===== config.mk =====
export PLATFORM = sky130hd
export DESIGN_NAME = flc_ctrl
export DESIGN_NICKNAME = d
export VERILOG_FILES = /design/src/design/flc_pkg.sv /design/src/design/flc_ctrl.sv
export SDC_FILE = /design/constraint.sdc
export NUM_CORES = 1
export LEC_CHECK = 0
export ABC_AREA = 1
export BUFFER_PORTS_ARGS = -buffer_cell sky130_fd_sc_hd__buf_2
export CELL_PAD_IN_SITES_DETAIL_PLACEMENT = 0
export CELL_PAD_IN_SITES_GLOBAL_PLACEMENT = 1
export CORE_ASPECT_RATIO = 1.5
export CORE_MARGIN = 2
export CORE_UTILIZATION = 37
export DETAILED_ROUTE_END_ITERATION = 10
export PLACE_DENSITY_LB_ADDON = 0.1
export SYNTH_ARGS = -nofsm -noshare
export SYNTH_HDL_FRONTEND = slang
export SYNTH_SLANG_ARGS = --single-unit

===== constraint.sdc =====
create_clock -name i_clk -period 2 [get_ports i_clk]
set_input_delay 0.1 -clock i_clk [delete_from_list [all_inputs] [get_ports i_clk]]
set_output_delay 0.1 -clock i_clk [all_outputs]
set_load 0.02 [all_outputs]

===== src/design/flc_pkg.sv =====
package flc_pkg;

    typedef struct packed {
        logic               opcode;
        logic               key_forward;
        logic               key_back;
        logic               key_left;
        logic               key_right;
        logic [23:0]        delta_time;
        logic signed [15:0] x_offset;
        logic signed [15:0] y_offset;
    } t_in_item;

    typedef struct packed {
        logic signed [31:0] pos_x;
        logic signed [31:0] pos_y;
        logic signed [31:0] pos_z;
        logic signed [15:0] front_x;
        logic signed [15:0] front_y;
        logic signed [15:0] front_z;
        logic signed [15:0] up_x;
        logic signed [15:0] up_y;
        logic signed [15:0] up_z;
    } t_out_item;

    localparam logic [1:0] CFG_MOVE_SPEED  = 2'd0;
    localparam logic [1:0] CFG_MOUSE_SENS  = 2'd1;

    localparam logic [15:0] SPEED_RESET = 16'd3277;
    localparam logic [15:0] SENS_RESET  = 16'd1638;

    localparam logic signed [32:0] DEG_89      = 33'sd5832704;
    localparam logic signed [27:0] DEG_90      = 28'sd5898240;
    localparam logic signed [27:0] DEG_180     = 28'sd11796480;
    localparam logic signed [34:0] DEG_180_W   = 35'sd11796480;
    localparam logic signed [34:0] DEG_360_W   = 35'sd23592960;
    localparam logic signed [34:0] DEG_360_X256 = 35'sd6039797760;
    localparam logic signed [25:0] YAW_RESET   = -26'sd5898240;
    localparam logic signed [32:0] CORDIC_GAIN = 33'sd652032874;
    localparam logic signed [15:0] UNIT_Q14    = 16'sd16384;
    localparam logic signed [31:0] POS_Y_RESET = 32'sd98304;
    localparam logic signed [31:0] POS_Z_RESET = -32'sd65536;

    typedef enum logic [3:0] {
        OP_NONE,
        OP_SCALE,
        OP_ANG,
        OP_WRAP,
        OP_YAW,
        OP_CLOAD,
        OP_CITER,
        OP_CSTORE,
        OP_MUL,
        OP_MLO,
        OP_MHI,
        OP_MADD,
        OP_OUT
    } t_op;

    typedef struct packed {
        logic       load;
        t_op        op;
        logic [3:0] idx;
        logic       sel;
        logic [1:0] move;
    } t_cmd;

    typedef struct packed {
        logic       opcode;
        logic [3:0] keys;
        logic       out_free;
    } t_stat;

    // arctangent of 2^-i in Q.16 degrees
    function automatic logic [21:0] atan_deg(input logic [3:0] i);
        logic [21:0] r;
        case (i)
            4'd0:    r = 22'd2949120;
            4'd1:    r = 22'd1740967;
            4'd2:    r = 22'd919879;
            4'd3:    r = 22'd466945;
            4'd4:    r = 22'd234379;
            4'd5:    r = 22'd117303;
            4'd6:    r = 22'd58666;
            4'd7:    r = 22'd29335;
            4'd8:    r = 22'd14668;
            4'd9:    r = 22'd7334;
            4'd10:   r = 22'd3667;
            4'd11:   r = 22'd1833;
            4'd12:   r = 22'd917;
            4'd13:   r = 22'd458;
            4'd14:   r = 22'd229;
            default: r = 22'd115;
        endcase
        return r;
    endfunction

endpackage


===== src/design/flc_ctrl.sv =====
module flc_ctrl (
    input  logic          i_clk,
    input  logic          i_rst_n,
    input  logic          i_in_valid,
    output logic          o_in_ready,
    input  flc_pkg::t_stat i_stat,
    output flc_pkg::t_cmd  o_cmd
);
    import flc_pkg::*;

    typedef enum logic [3:0] {
        S_IDLE, S_SCALE, S_ANG, S_WRAP, S_YAW, S_CLOAD, S_CITER, S_CSTORE,
        S_MUL, S_MSEL, S_MLO, S_MHI, S_MADD, S_OUT
    } t_state;

    t_state     r_state;
    logic [3:0] r_cnt;
    logic       r_sel;
    logic [2:0] r_move;

    assign o_in_ready = (r_state == S_IDLE);

    always_comb begin
        o_cmd.load = i_in_valid && (r_state == S_IDLE);
        o_cmd.idx  = r_cnt;
        o_cmd.sel  = r_sel;
        o_cmd.move = r_move[1:0];
        unique case (r_state)
            S_SCALE:  o_cmd.op = OP_SCALE;
            S_ANG:    o_cmd.op = OP_ANG;
            S_WRAP:   o_cmd.op = OP_WRAP;
            S_YAW:    o_cmd.op = OP_YAW;
            S_CLOAD:  o_cmd.op = OP_CLOAD;
            S_CITER:  o_cmd.op = OP_CITER;
            S_CSTORE: o_cmd.op = OP_CSTORE;
            S_MUL:    o_cmd.op = OP_MUL;
            S_MLO:    o_cmd.op = OP_MLO;
            S_MHI:    o_cmd.op = OP_MHI;
            S_MADD:   o_cmd.op = OP_MADD;
            S_OUT:    o_cmd.op = i_stat.out_free ? OP_OUT : OP_NONE;
            default:  o_cmd.op = OP_NONE;
        endcase
    end

    always_ff @(posedge i_clk) begin
        if (!i_rst_n) begin
            r_state <= S_IDLE;
            r_cnt   <= '0;
            r_sel   <= 1'b0;
            r_move  <= '0;
        end else begin
            unique case (r_state)
                S_IDLE: begin
                    if (i_in_valid) r_state <= S_SCALE;
                end
                S_SCALE: begin
                    r_move <= '0;
                    r_state <= i_stat.opcode ? S_ANG : S_MSEL;
                end
                S_ANG: begin
                    r_cnt   <= 4'd7;
                    r_state <= S_WRAP;
                end
                S_WRAP: begin
                    if (r_cnt == 4'd0) r_state <= S_YAW;
                    else r_cnt <= r_cnt - 4'd1;
                end
                S_YAW: begin
                    r_sel   <= 1'b0;
                    r_state <= S_CLOAD;
                end
                S_CLOAD: begin
                    r_cnt   <= '0;
                    r_state <= S_CITER;
                end
                S_CITER: begin
                    if (r_cnt == 4'd15) r_state <= S_CSTORE;
                    else r_cnt <= r_cnt + 4'd1;
                end
                S_CSTORE: begin
                    r_cnt <= '0;
                    if (!r_sel) begin
                        r_sel   <= 1'b1;
                        r_state <= S_CLOAD;
                    end else begin
                        r_state <= S_MUL;
                    end
                end
                S_MUL: begin
                    if (r_cnt == 4'd3) r_state <= S_OUT;
                    else r_cnt <= r_cnt + 4'd1;
                end
                S_MSEL: begin
                    r_cnt <= '0;
                    if (r_move[2]) r_state <= S_OUT;
                    else if (i_stat.keys[r_move[1:0]]) r_state <= S_MLO;
                    else r_move <= r_move + 3'd1;
                end
                S_MLO:  r_state <= S_MHI;
                S_MHI:  r_state <= S_MADD;
                S_MADD: begin
                    if (r_cnt == 4'd2) begin
                        r_move  <= r_move + 3'd1;
                        r_state <= S_MSEL;
                    end else begin
                        r_cnt   <= r_cnt + 4'd1;
                        r_state <= S_MLO;
                    end
                end
                S_OUT: begin
                    if (i_stat.out_free) r_state <= S_IDLE;
                end
                default: r_state <= S_IDLE;
            endcase
        end
    end

endmodule


# Word level (Yosys, flattened, before mapping)
# Cells that the tools add are included.
[totals] elab_cells=74 output_inout_bits=13 ff_bits=12 in_bits=9
[classes] n_reduce_logical=11 eq_ne=29 magnitude_cmp=1 n_mux=25 add_sub_neg=3
[op_table] op="$mux W4" n=14
[op_table] op="$pmux W4 S14" n=1
[op_table] op="$pmux W4 S12" n=1
[op_table] op="$eq A4 B4 Y1 const B" n=7
[op_table] op="$ne A2 B2 Y1 const B" n=12
[op_table] op="$pmux W4 S6" n=1
[op_table] op="$eq A4 B2 Y1 const B" n=4
[op_table] op="$eq A4 B3 Y1 const B" n=4
[op_table] op="$mux W3" n=3
[op_table] op="$pmux W3 S3" n=1
[op_table] op="$logic_not A4 Y1" n=2
[op_table] op="$reduce_and A6 Y1" n=1
[op_table] op="$reduce_bool A6 Y1" n=1
[op_table] op="$reduce_and A5 Y1" n=1
[op_table] op="$add A4 B1 Y4 const B" n=1
[op_table] op="$eq A4 B1 Y1 const B" n=1
[op_table] op="$reduce_and A4 Y1" n=1
[op_table] op="$sub A4 B1 Y4 const B" n=1
[op_table] op="$add A3 B1 Y3 const B" n=1
[op_table] op="$lt A2 B3 Y1 const B" n=1
[op_table] op="$ne A3 B3 Y1 const B" n=1
[op_table] op="$reduce_bool A3 Y1" n=1
[op_table] op="$reduce_or A3 Y1" n=1
[op_table] op="$bmux W1 S2" n=1
[op_table] op="6 further kinds" n=6

# Logic depth before layout (Yosys ltp)
# Gate-level depths: netlist of the first run.
[depth] ltp_word=5 mapped_depth=14 ltp_nobuf=14

# Worst setup path after synthesis of the first run
# No wires, ideal clock.
[synth_path] kind="register -> register" start="reg r_state[0]" end="reg r_state[0]" t_arrival_ps=1429 required_time_ps=1928 stages_incl_launch_ff=11 path_slack_ps=499 setup_ps=72 path_buffers=1 period_less_slack_ps=1501 cell_sequence="dfxtp_1 > buf_4 > inv_2 > nand2_2 > nor2_1 > nand2_1 > nand2_1 > nor2_1 > nand3_1 > nand2_1 > a21oi_1"
[synth_between] elab_chain_len=3 elab_cells_between_ends=22 classes_between="eq/ne (19); mux (1); reduce/logical (2)"
[synth_rtl] element="start, declared" line_no="flc_ctrl.sv:16" rtl="t_state r_state;"
[synth_rtl] element="start signal, assigned" line_no="flc_ctrl.sv:58" rtl="r_state <= i_stat.opcode ? S_ANG : S_MSEL;"
[synth_rtl] element="$logic_not A4 Y1 (*)"
[synth_rtl] element="net o_in_ready" line_no="flc_ctrl.sv:5" rtl="output logic o_in_ready,"
[synth_rtl] element="$ne A2 B2 Y1 (no source line)"
[synth_rtl] element="$reduce_and A6 Y1 (no source line)"
# Mark *: on every way through the listed nets, which the timed path passes. The rest lies on a longest branch.
# A chain may end at the register's enable or synchronous reset.

# Worst setup path after layout of the first run
[layout_path] start="reg r_state[3]" end="reg r_cnt[2]"
[layout_between] elab_chain_len=4 elab_cells_between_ends=16 classes_between="eq/ne (12); mux (1); reduce/logical (3)"
[layout_rtl] element="$eq A4 B4 Y1 or $eq A4 B3 Y1 (tied branches)" line_no="flc_ctrl.sv:52" rtl="unique case (r_state)"
[layout_rtl] element="$reduce_or A3 Y1 (no source line)"
[layout_rtl] element="$reduce_bool A6 Y1 (no source line)"
[layout_rtl] element="$reduce_and A5 Y1 (no source line)"
[layout_rtl] element="end signal, assigned" line_no="flc_ctrl.sv:66" rtl="else r_cnt <= r_cnt - 4'd1;"
[layout_rtl] element="end signal, assigned" line_no="flc_ctrl.sv:78" rtl="else r_cnt <= r_cnt + 4'd1;"
[layout_rtl] element="end signal, assigned" line_no="flc_ctrl.sv:91" rtl="else r_cnt <= r_cnt + 4'd1;"
[layout_rtl] element="end, declared" line_no="flc_ctrl.sv:17" rtl="logic [3:0] r_cnt;"
# Parallel ways exist; a longest one is shown, timed or not.

==> impl_results.html, run 1 <==
<table>
<tr><th>Metric</th><th>Value</th></tr>
<tr><th colspan="2">Run status</th></tr>
<tr><td>Status</td><td>finished clean</td></tr>
<tr><th colspan="2">Die</th></tr>
<tr><td>Placeable core area</td><td>2910 um^2</td></tr>
<tr><td>Floorplan die area</td><td>3510 um^2</td></tr>
<tr><td>Effective utilization at floorplan</td><td>approximately 39%</td></tr>
<tr><td>Cell Rows</td><td>24</td></tr>
<tr><td>IO Count</td><td>22</td></tr>
<tr><td>Die Y</td><td>71.6 um</td></tr>
<tr><td>Die X-Extent</td><td>49.1 um</td></tr>
<tr><th colspan="2">Logic synthesis</th></tr>
<tr><td>Average cell area after synthesis</td><td>5.93 um^2</td></tr>
<tr><td>Combined area of all synthesized cells</td><td>approximately 1100 um^2</td></tr>
<tr><td>Post-Synthesis Net Count</td><td>201</td></tr>
<tr><td>Distinct cells, synth</td><td>31</td></tr>
<tr><td>Number of cells produced by synthesis</td><td>190</td></tr>
<tr><td>Warning count from the yosys run</td><td>0</td></tr>
<tr><td>Register bit count reported by yosys</td><td>12</td></tr>
<tr><td>Seq/Total Area, Yosys</td><td>between 20% and 30%</td></tr>
<tr><th colspan="2">Clocking</th></tr>
<tr><td>Clock slew at reported path FFs</td><td>0.06 ns</td></tr>
<tr><td>Worst-case clock buffer depth</td><td>2</td></tr>
<tr><td>Number of gates resized after cts</td><td>0</td></tr>
<tr><td>Cell at the root of the clock tree</td><td>sky130_fd_sc_hd__clkbuf_8</td></tr>
<tr><td>TritonCTS clock tree</td><td>done</td></tr>
<tr><td>Setup Fix Bufs, Post-CTS</td><td>0</td></tr>
<tr><td>CTS sink cnt</td><td>12</td></tr>
<tr><td>H-tree Lvls</td><td>1</td></tr>
<tr><td>Total of hold buffers inserted after clock tree synthesis</td><td>0</td></tr>
<tr><td>TritonCTS buffer count</td><td>3</td></tr>
<tr><td>Insertion delay to the later sink of the worst-skew pair</td><td>0.25 ns</td></tr>
<tr><th colspan="2">GRT</th></tr>
<tr><td>Wire length of the first global-routing pass</td><td>5190 um</td></tr>
<tr><td>Congestion Overflow GR</td><td>0</td></tr>
<tr><td>Antenna violations before repair</td><td>0</td></tr>
<tr><td>Gr usage total</td><td>19.4%</td></tr>
<tr><td>Largest net degree at the start of global routing</td><td>10</td></tr>
<tr><td>Vias in the first global route</td><td>1206</td></tr>
<tr><th colspan="2">Timing</th></tr>
<tr><td>Max Slew Vio Count</td><td>0</td></tr>
<tr><td>Actual slew at the worst max-slew pin</td><td>0.387 ns</td></tr>
<tr><td>Total count of hold-check failures in the final report</td><td>0</td></tr>
<tr><td>Fmax achieved</td><td>about 0.57 GHz</td></tr>
<tr><td>Post-layout minimum cycle time</td><td>1.76 ns</td></tr>
<tr><td>Share of the clock period used by the worst path</td><td>88.0%</td></tr>
<tr><td>TNS Setup</td><td>0 ns</td></tr>
<tr><td>Relative slew slack</td><td>74.2%</td></tr>
<tr><td>Post-route setup slack</td><td>0.239 ns</td></tr>
<tr><td>Clock skew after layout</td><td>0.00142 ns</td></tr>
<tr><td>RSZ-0062 raised after global routing</td><td>false</td></tr>
<tr><td>Final setup fails</td><td>0</td></tr>
<tr><th colspan="2">Worst hold path</th></tr>
<tr><td>Class of the tightest hold or removal check</td><td>in2reg</td></tr>
<tr><th colspan="2">Setup path</th></tr>
<tr><td>CP Data Arrival Time</td><td>1.94 ns</td></tr>
<tr><td>Critical path fanouts, max</td><td>8</td></tr>
<tr><td>Worst Setup Start Kind</td><td>register</td></tr>
<tr><td>Critical path class</td><td>reg2reg</td></tr>
<tr><td>Required time worst endpoint</td><td>2.18 ns</td></tr>
<tr><td>Endpoint type of the worst setup path</td><td>register</td></tr>
<tr><th colspan="2">Route</th></tr>
<tr><td>Per-cell via count in the routed design</td><td>5.00</td></tr>
<tr><td>TritonRoute pass-1 iters</td><td>4</td></tr>
<tr><td>Antenna-violating nets left</td><td>0</td></tr>
<tr><td>Drc violations</td><td>0</td></tr>
<tr><td>Wire length reported by the detailed router</td><td>3170 um</td></tr>
<tr><td>Number of DRC violations after detailed-routing iteration 0</td><td>25</td></tr>
<tr><td>Average wire per cell in the routed design</td><td>12.7 um</td></tr>
<tr><td>Via count</td><td>1246</td></tr>
<tr><th colspan="2">Final layout</th></tr>
<tr><td>Proportion of layout cells with a drive suffix above 1</td><td>23.3%</td></tr>
<tr><td>Total number of nets in the final design</td><td>between 200 and 250</td></tr>
<tr><td>Util after Layout</td><td>between 40% and 50%</td></tr>
<tr><td>Filler Cells Inserted</td><td>338</td></tr>
<tr><td>Total area of sequential cells</td><td>240 um^2</td></tr>
<tr><td>Inserted Diodes</td><td>0</td></tr>
<tr><td>Signed area change from the synthesized netlist to the final layout</td><td>15.2%</td></tr>
<tr><td>Area of combinational cells with multiple inputs</td><td>764 um^2</td></tr>
<tr><td>Layout Cell Area excl Fill</td><td>1300 um^2</td></tr>
<tr><th colspan="2">Place</th></tr>
<tr><td>Worst slack at placement</td><td>0.266 ns</td></tr>
<tr><td>Global placement routability congestion</td><td>0.946</td></tr>
<tr><td>Detailed placer's ending HPWL</td><td>2610 um</td></tr>
<tr><td>Cell Area, Placed</td><td>1240 um^2</td></tr>
<tr><td>Number of port buffers</td><td>21</td></tr>
<tr><th colspan="2">Pwr</th></tr>
<tr><td>Peak supply drop</td><td>0.767 mV</td></tr>
<tr><td>Clock network fraction of design power</td><td>14.0%</td></tr>
<tr><td>Leakage</td><td>roughly 0.63 nW</td></tr>
<tr><td>Internal power</td><td>0.915 mW</td></tr>
<tr><td>Part of the total power dissipated in combinational logic</td><td>a little under two thirds</td></tr>
<tr><td>Power Density</td><td>1530 nW/um^2</td></tr>
<tr><td>Fraction of power spent switching nets</td><td>53.9%</td></tr>
<tr><td>Net switching component of the power</td><td>1.07 mW</td></tr>
<tr><td>Sequential group share of total power</td><td>22.3%</td></tr>
<tr><th colspan="2">Run</th></tr>
<tr><td>Reported max-cap violation count</td><td>0</td></tr>
</table>
## kinds of logic (layout without fill, tap and decap cells)
logic type      after synthesis  in the layout  share of synthesized area, %
xor+xnor                      2              2                          1.55
fa+ha+maj                     2              2                          2.22
flops                        12             12                          21.3
compound gates               34             34                          17.5
simple gates                113            113                          46.5
buf+inv                      27             47                          10.9
## cells in the final DEF (no fill, tap or decap), types with 2 or more instances in the layout
cell and instances:
sky130_fd_sc_hd__o211ai_1 3, sky130_fd_sc_hd__nand2_2 6, sky130_fd_sc_hd__dfxtp_1 12, sky130_fd_sc_hd__nand3b_1 2, sky130_fd_sc_hd__ha_1 2, sky130_fd_sc_hd__o21ai_1 6
sky130_fd_sc_hd__a21oi_1 14, sky130_fd_sc_hd__nand2_1 56, sky130_fd_sc_hd__nor2_1 19, sky130_fd_sc_hd__a21boi_0 2, sky130_fd_sc_hd__buf_2 21, sky130_fd_sc_hd__nand3_1 14
sky130_fd_sc_hd__o21ai_0 4, sky130_fd_sc_hd__nor2_2 8, sky130_fd_sc_hd__nor3_1 3, sky130_fd_sc_hd__inv_2 4, sky130_fd_sc_hd__inv_1 15, sky130_fd_sc_hd__clkbuf_8 4
sky130_fd_sc_hd__clkinv_1 2
## synth_stat cells, drive strengths merged
library cell | count | share of area, %
o211ai | 3 | 2.0
clkinv | 2 | 0.67
nand2 | 63 | 23
inv | 20 | 6.9
a21oi | 14 | 6.2
xor2 | 1 | 0.78
ha | 2 | 2.2
nand3 | 15 | 7.1
nand3b | 2 | 1.3
buf | 5 | 3.3
nand4 | 1 | 0.56
a21boi | 3 | 2.0
o21a | 1 | 0.67
o21ai | 11 | 5.2
xnor2 | 1 | 0.78
nor3 | 4 | 2.8
nor2 | 28 | 12
o31ai | 1 | 0.67
dfxtp | 12 | 21
o221ai | 1 | 0.78
## power by group through the flow
stage / clock, mW / combinational, mW / sequential (mW)
global route: 0.294 / 1.39 / 0.458
floorplan: 0 / 0.996 / 0.421
finish: 0.278 / 1.26 / 0.444
detailed placement: 0 / 1.25 / 0.446
CTS: 0.285 / 1.26 / 0.440
global placement: 0 / 1.26 / 0.445
## registers in the layout, indices dropped and copies added, names as in the netlist
| signal | cells |
|---|---|
| r_state | 4 |
| r_sel | 1 |
| r_move | 3 |
| r_cnt | 4 |
## path summary, 6_finish.rpt
path                            startpoint         to  slack, ns  depth (start not counted)
worst max-delay path            r_state[3]   r_cnt[2]       0.24                         13
worst max register to register  r_state[3]   r_cnt[2]       0.24                         13
worst min-delay path               i_rst_n  r_move[1]       0.13                          3
worst min register to register       r_sel      r_sel       0.52                          2
## per-layer routing
metal	vias to the layer above	GRT usage, %	part of all wire, %
met3	17	2.92	4.3
met2	42	33.2	49
met5	-	0	0
met4	0	16.8	7.0
li1	654	-	-
met1	533	20.3	40
## stage by stage
step | std cells | power, mW | hold WS [ns]
floorplan | 190 | 1.42 | 0.229
global placement | 245 | 1.70 | 0.374
detailed placement | 245 | 1.70 | 0.381
CTS | 249 | 1.98 | 0.118
global route | 249 | 2.14 | 0.144
finish | 249 | 1.99 | 0.125
## critical path, stage by stage (launching register included)
cell                      delay (ns)
sky130_fd_sc_hd__dfxtp_1        0.55
sky130_fd_sc_hd__nor2_1         0.09
sky130_fd_sc_hd__nand2_1        0.11
sky130_fd_sc_hd__nand2_2        0.10
sky130_fd_sc_hd__inv_2          0.07
sky130_fd_sc_hd__nand2_1        0.06
sky130_fd_sc_hd__nand2_1        0.07
sky130_fd_sc_hd__inv_1          0.04
sky130_fd_sc_hd__ha_1           0.16
sky130_fd_sc_hd__inv_1          0.05
sky130_fd_sc_hd__nand2_1        0.06
sky130_fd_sc_hd__xnor2_1        0.15
sky130_fd_sc_hd__nand2_1        0.07
sky130_fd_sc_hd__a21oi_1        0.11
## cell type report
cell class                      count  area share, %
Multi-Input combinational cell    151           58.9
Sequential cell                    12           18.5
Timing Repair Buffer               21           8.09
Clock buffer                        4           4.24
Tap cell                           39           3.76
Inverter                           22           6.55
Note: power is estimated with default switching activity, not from simulation.
==> inputs of run 2 (changes only) <==
==> constraint.sdc (replaced) <==
create_clock -name i_clk -period 2 [get_ports i_clk]
set_input_delay 0.4 -clock i_clk [delete_from_list [all_inputs] [get_ports i_clk]]
set_output_delay 0.4 -clock i_clk [all_outputs]
set_load 0.02 [all_outputs]
==> run 2 against run 1 <==
Against the previous run: hold slack gained 0.28 ns; global-route usage grew 0.97 points; non-clock buffer count is the same; final area is the same; clock power is essentially flat.
==> impl_results.html, run 2 (synthesized netlist as in run 1, its figures left out) <==
<table>
<tr><th>Metric</th><th>Value</th></tr>
<tr><th colspan="2">Run status</th></tr>
<tr><td>Status</td><td>finished clean</td></tr>
<tr><th colspan="2">Timing</th></tr>
<tr><td>Fmax achieved</td><td>0.527 GHz</td></tr>
<tr><td>TNS Setup</td><td>0 ns</td></tr>
<tr><td>Share of the clock period used by the worst path</td><td>about 95%</td></tr>
<tr><td>Actual slew at the worst max-slew pin</td><td>0.351 ns</td></tr>
<tr><td>Relative slew slack</td><td>76.3%</td></tr>
<tr><td>RSZ-0062 raised after global routing</td><td>false</td></tr>
<tr><td>Max Slew Vio Count</td><td>0</td></tr>
<tr><td>Clock skew after layout</td><td>0.00814 ns</td></tr>
<tr><td>Total count of hold-check failures in the final report</td><td>0</td></tr>
<tr><td>Post-layout minimum cycle time</td><td>1.90 ns</td></tr>
<tr><td>Final setup fails</td><td>0</td></tr>
<tr><th colspan="2">Die</th></tr>
<tr><td>Die X-Extent</td><td>49.1 um</td></tr>
<tr><td>Cell Rows</td><td>24</td></tr>
<tr><td>Die Y</td><td>approximately 70 um</td></tr>
<tr><td>Effective utilization at floorplan</td><td>38.7%</td></tr>
<tr><td>IO Count</td><td>22</td></tr>
<tr><td>Placeable core area</td><td>2910 um^2</td></tr>
<tr><td>Floorplan die area</td><td>between 3000 and 4000 um^2</td></tr>
<tr><th colspan="2">Final layout</th></tr>
<tr><td>Filler Cells Inserted</td><td>318</td></tr>
<tr><td>Area of combinational cells with multiple inputs</td><td>764 um^2</td></tr>
<tr><td>Proportion of layout cells with a drive suffix above 1</td><td>between 20% and 30%</td></tr>
<tr><td>Total area of sequential cells</td><td>240 um^2</td></tr>
<tr><td>Leading registers by flop count</td><td>r_cnt: 4 flops, r_state: 4 flops, r_move: 3 flops</td></tr>
<tr><td>Inserted Diodes</td><td>0</td></tr>
<tr><td>Most common cell after layout, fill and taps aside</td><td>sky130_fd_sc_hd__nand2_1</td></tr>
<tr><td>Top library cells by usage in the layout, fill and taps aside</td><td>sky130_fd_sc_hd__nand2_1 (56), sky130_fd_sc_hd__buf_2 (21), sky130_fd_sc_hd__nor2_1 (19), sky130_fd_sc_hd__inv_1 (15)</td></tr>
<tr><td>Signed area change from the synthesized netlist to the final layout</td><td>15.2%</td></tr>
<tr><td>Total number of nets in the final design</td><td>around 220</td></tr>
<tr><th colspan="2">GRT</th></tr>
<tr><td>Gr usage total</td><td>20.3%</td></tr>
<tr><td>Top Usage Layer GRT</td><td>met2</td></tr>
<tr><td>Congestion Overflow GR</td><td>0</td></tr>
<tr><td>GR met1 Demand/Resource</td><td>a little under 20%</td></tr>
<tr><td>Met3 track utilization from global routing</td><td>2.71%</td></tr>
<tr><td>Met2 track utilization from global routing</td><td>between 30% and 40%</td></tr>
<tr><td>Antenna violations before repair</td><td>0</td></tr>
<tr><td>Wire length of the first global-routing pass</td><td>between 5000 and 6000 um</td></tr>
<tr><td>Largest net degree at the start of global routing</td><td>10</td></tr>
<tr><td>Vias in the first global route</td><td>1277</td></tr>
<tr><th colspan="2">Clocking</th></tr>
<tr><td>Worst-case clock buffer depth</td><td>2</td></tr>
<tr><td>H-tree Lvls</td><td>1</td></tr>
<tr><td>Clock slew at reported path FFs</td><td>0.06 ns</td></tr>
<tr><td>TritonCTS buffer count</td><td>3</td></tr>
<tr><td>Number of gates resized after cts</td><td>0</td></tr>
<tr><td>Total of hold buffers inserted after clock tree synthesis</td><td>0</td></tr>
<tr><td>Insertion delay to the later sink of the worst-skew pair</td><td>roughly 0.25 ns</td></tr>
<tr><td>Cell at the root of the clock tree</td><td>sky130_fd_sc_hd__clkbuf_8</td></tr>
<tr><td>Setup Fix Bufs, Post-CTS</td><td>0</td></tr>
<tr><td>CTS sink cnt</td><td>12</td></tr>
<tr><td>TritonCTS clock tree</td><td>done</td></tr>
<tr><th colspan="2">Route</th></tr>
<tr><td>Per-cell via count in the routed design</td><td>5.08</td></tr>
<tr><td>Antenna-violating nets left</td><td>0</td></tr>
<tr><td>Via count</td><td>1266</td></tr>
<tr><td>Drc violations</td><td>0</td></tr>
<tr><td>Number of DRC violations after detailed-routing iteration 0</td><td>19</td></tr>
<tr><td>TritonRoute pass-1 iters</td><td>4</td></tr>
<tr><td>Wire length reported by the detailed router</td><td>between 3000 and 4000 um</td></tr>
<tr><td>Average wire per cell in the routed design</td><td>12.9 um</td></tr>
<tr><th colspan="2">Worst hold path</th></tr>
<tr><td>Class of the tightest hold or removal check</td><td>in2reg</td></tr>
<tr><th colspan="2">Setup path</th></tr>
<tr><td>Endpoint type of the worst setup path</td><td>output port</td></tr>
<tr><td>FF-to-FF setup slack</td><td>between 0.2 and 0.3 ns</td></tr>
<tr><td>Worst Setup Start Kind</td><td>register</td></tr>
<tr><td>CP Data Arrival Time</td><td>1.50 ns</td></tr>
<tr><td>Critical path class</td><td>reg2out</td></tr>
<tr><td>Required time worst endpoint</td><td>~1.6 ns</td></tr>
<tr><td>Critical path fanouts, max</td><td>8</td></tr>
<tr><th colspan="2">Place</th></tr>
<tr><td>Detailed placer's ending HPWL</td><td>2620 um</td></tr>
<tr><td>Number of port buffers</td><td>21</td></tr>
<tr><td>Global placement routability congestion</td><td>0.934</td></tr>
<tr><th colspan="2">Pwr</th></tr>
<tr><td>Peak supply drop</td><td>between 0.7 and 0.8 mV</td></tr>
<tr><td>Leakage</td><td>~0.63 nW</td></tr>
<tr><td>Power, Total</td><td>1.98 mW</td></tr>
<tr><td>Power Density</td><td>1530 nW/um^2</td></tr>
<tr><th colspan="2">Run</th></tr>
<tr><td>Reported max-cap violation count</td><td>0</td></tr>
</table>
run 2: cell counts in the layout (fill, tap and decap cells not counted):
No cell type changed its count.
run 2: critical path: stages, from the launching register on:
cell,delay [ns]
sky130_fd_sc_hd__dfxtp_1,0.53
sky130_fd_sc_hd__nand2_1,0.16
sky130_fd_sc_hd__inv_1,0.11
sky130_fd_sc_hd__nand2_1,0.14
sky130_fd_sc_hd__o221ai_1,0.11
sky130_fd_sc_hd__buf_2,0.20
run 2: final timing paths:
path | to | from | depth (start not counted)
setup / recovery | o_cmd[8] | r_state[3] | 5
hold / removal | r_move[2] | i_rst_n | 3
hold reg to reg | r_sel | r_sel | 2
setup reg to reg | r_cnt[2] | r_state[3] | 13
run 2: power breakdown:
part | leakage (nW) | internal, mW | total (mW) | switching, mW
Combinational | 0.508 | 0.426 | 1.26 | 0.836
Sequential | 0.0980 | 0.314 | 0.442 | 0.128
Clock | 0.0288 | 0.175 | 0.278 | 0.104
Total | 0.635 | 0.915 | 1.98 | 1.07
run 2: metal layers:
layer	share of wire, %	wire [um]
met1	40	1280
met2	49	1590
met3	3.8	121
met4	6.9	222
met5	0	0
run 2: cell type report:
class,instances,share of cell area [%]
clock buffers,4,4.24
multi-input cells,151,58.9
inverters,22,6.55
repair buffers,21,8.09
flip-flops and latches,12,18.5
well taps,39,3.76
run 2: per-stage QoR:
stage	util [%]	std cells	hold slack, ns	cell area [um^2]	worst slack [ns]
2_1_floorplan	-	190	0.476	1130	0.499
3_3_place_gp	42.7	245	0.488	1240	0.332
3_5_place_dp	42.7	245	0.506	1240	0.260
4_1_cts	44.6	249	0.413	1300	0.104
5_1_grt	44.6	249	0.430	1300	0.00975
6_report	44.6	249	0.408	1300	0.101
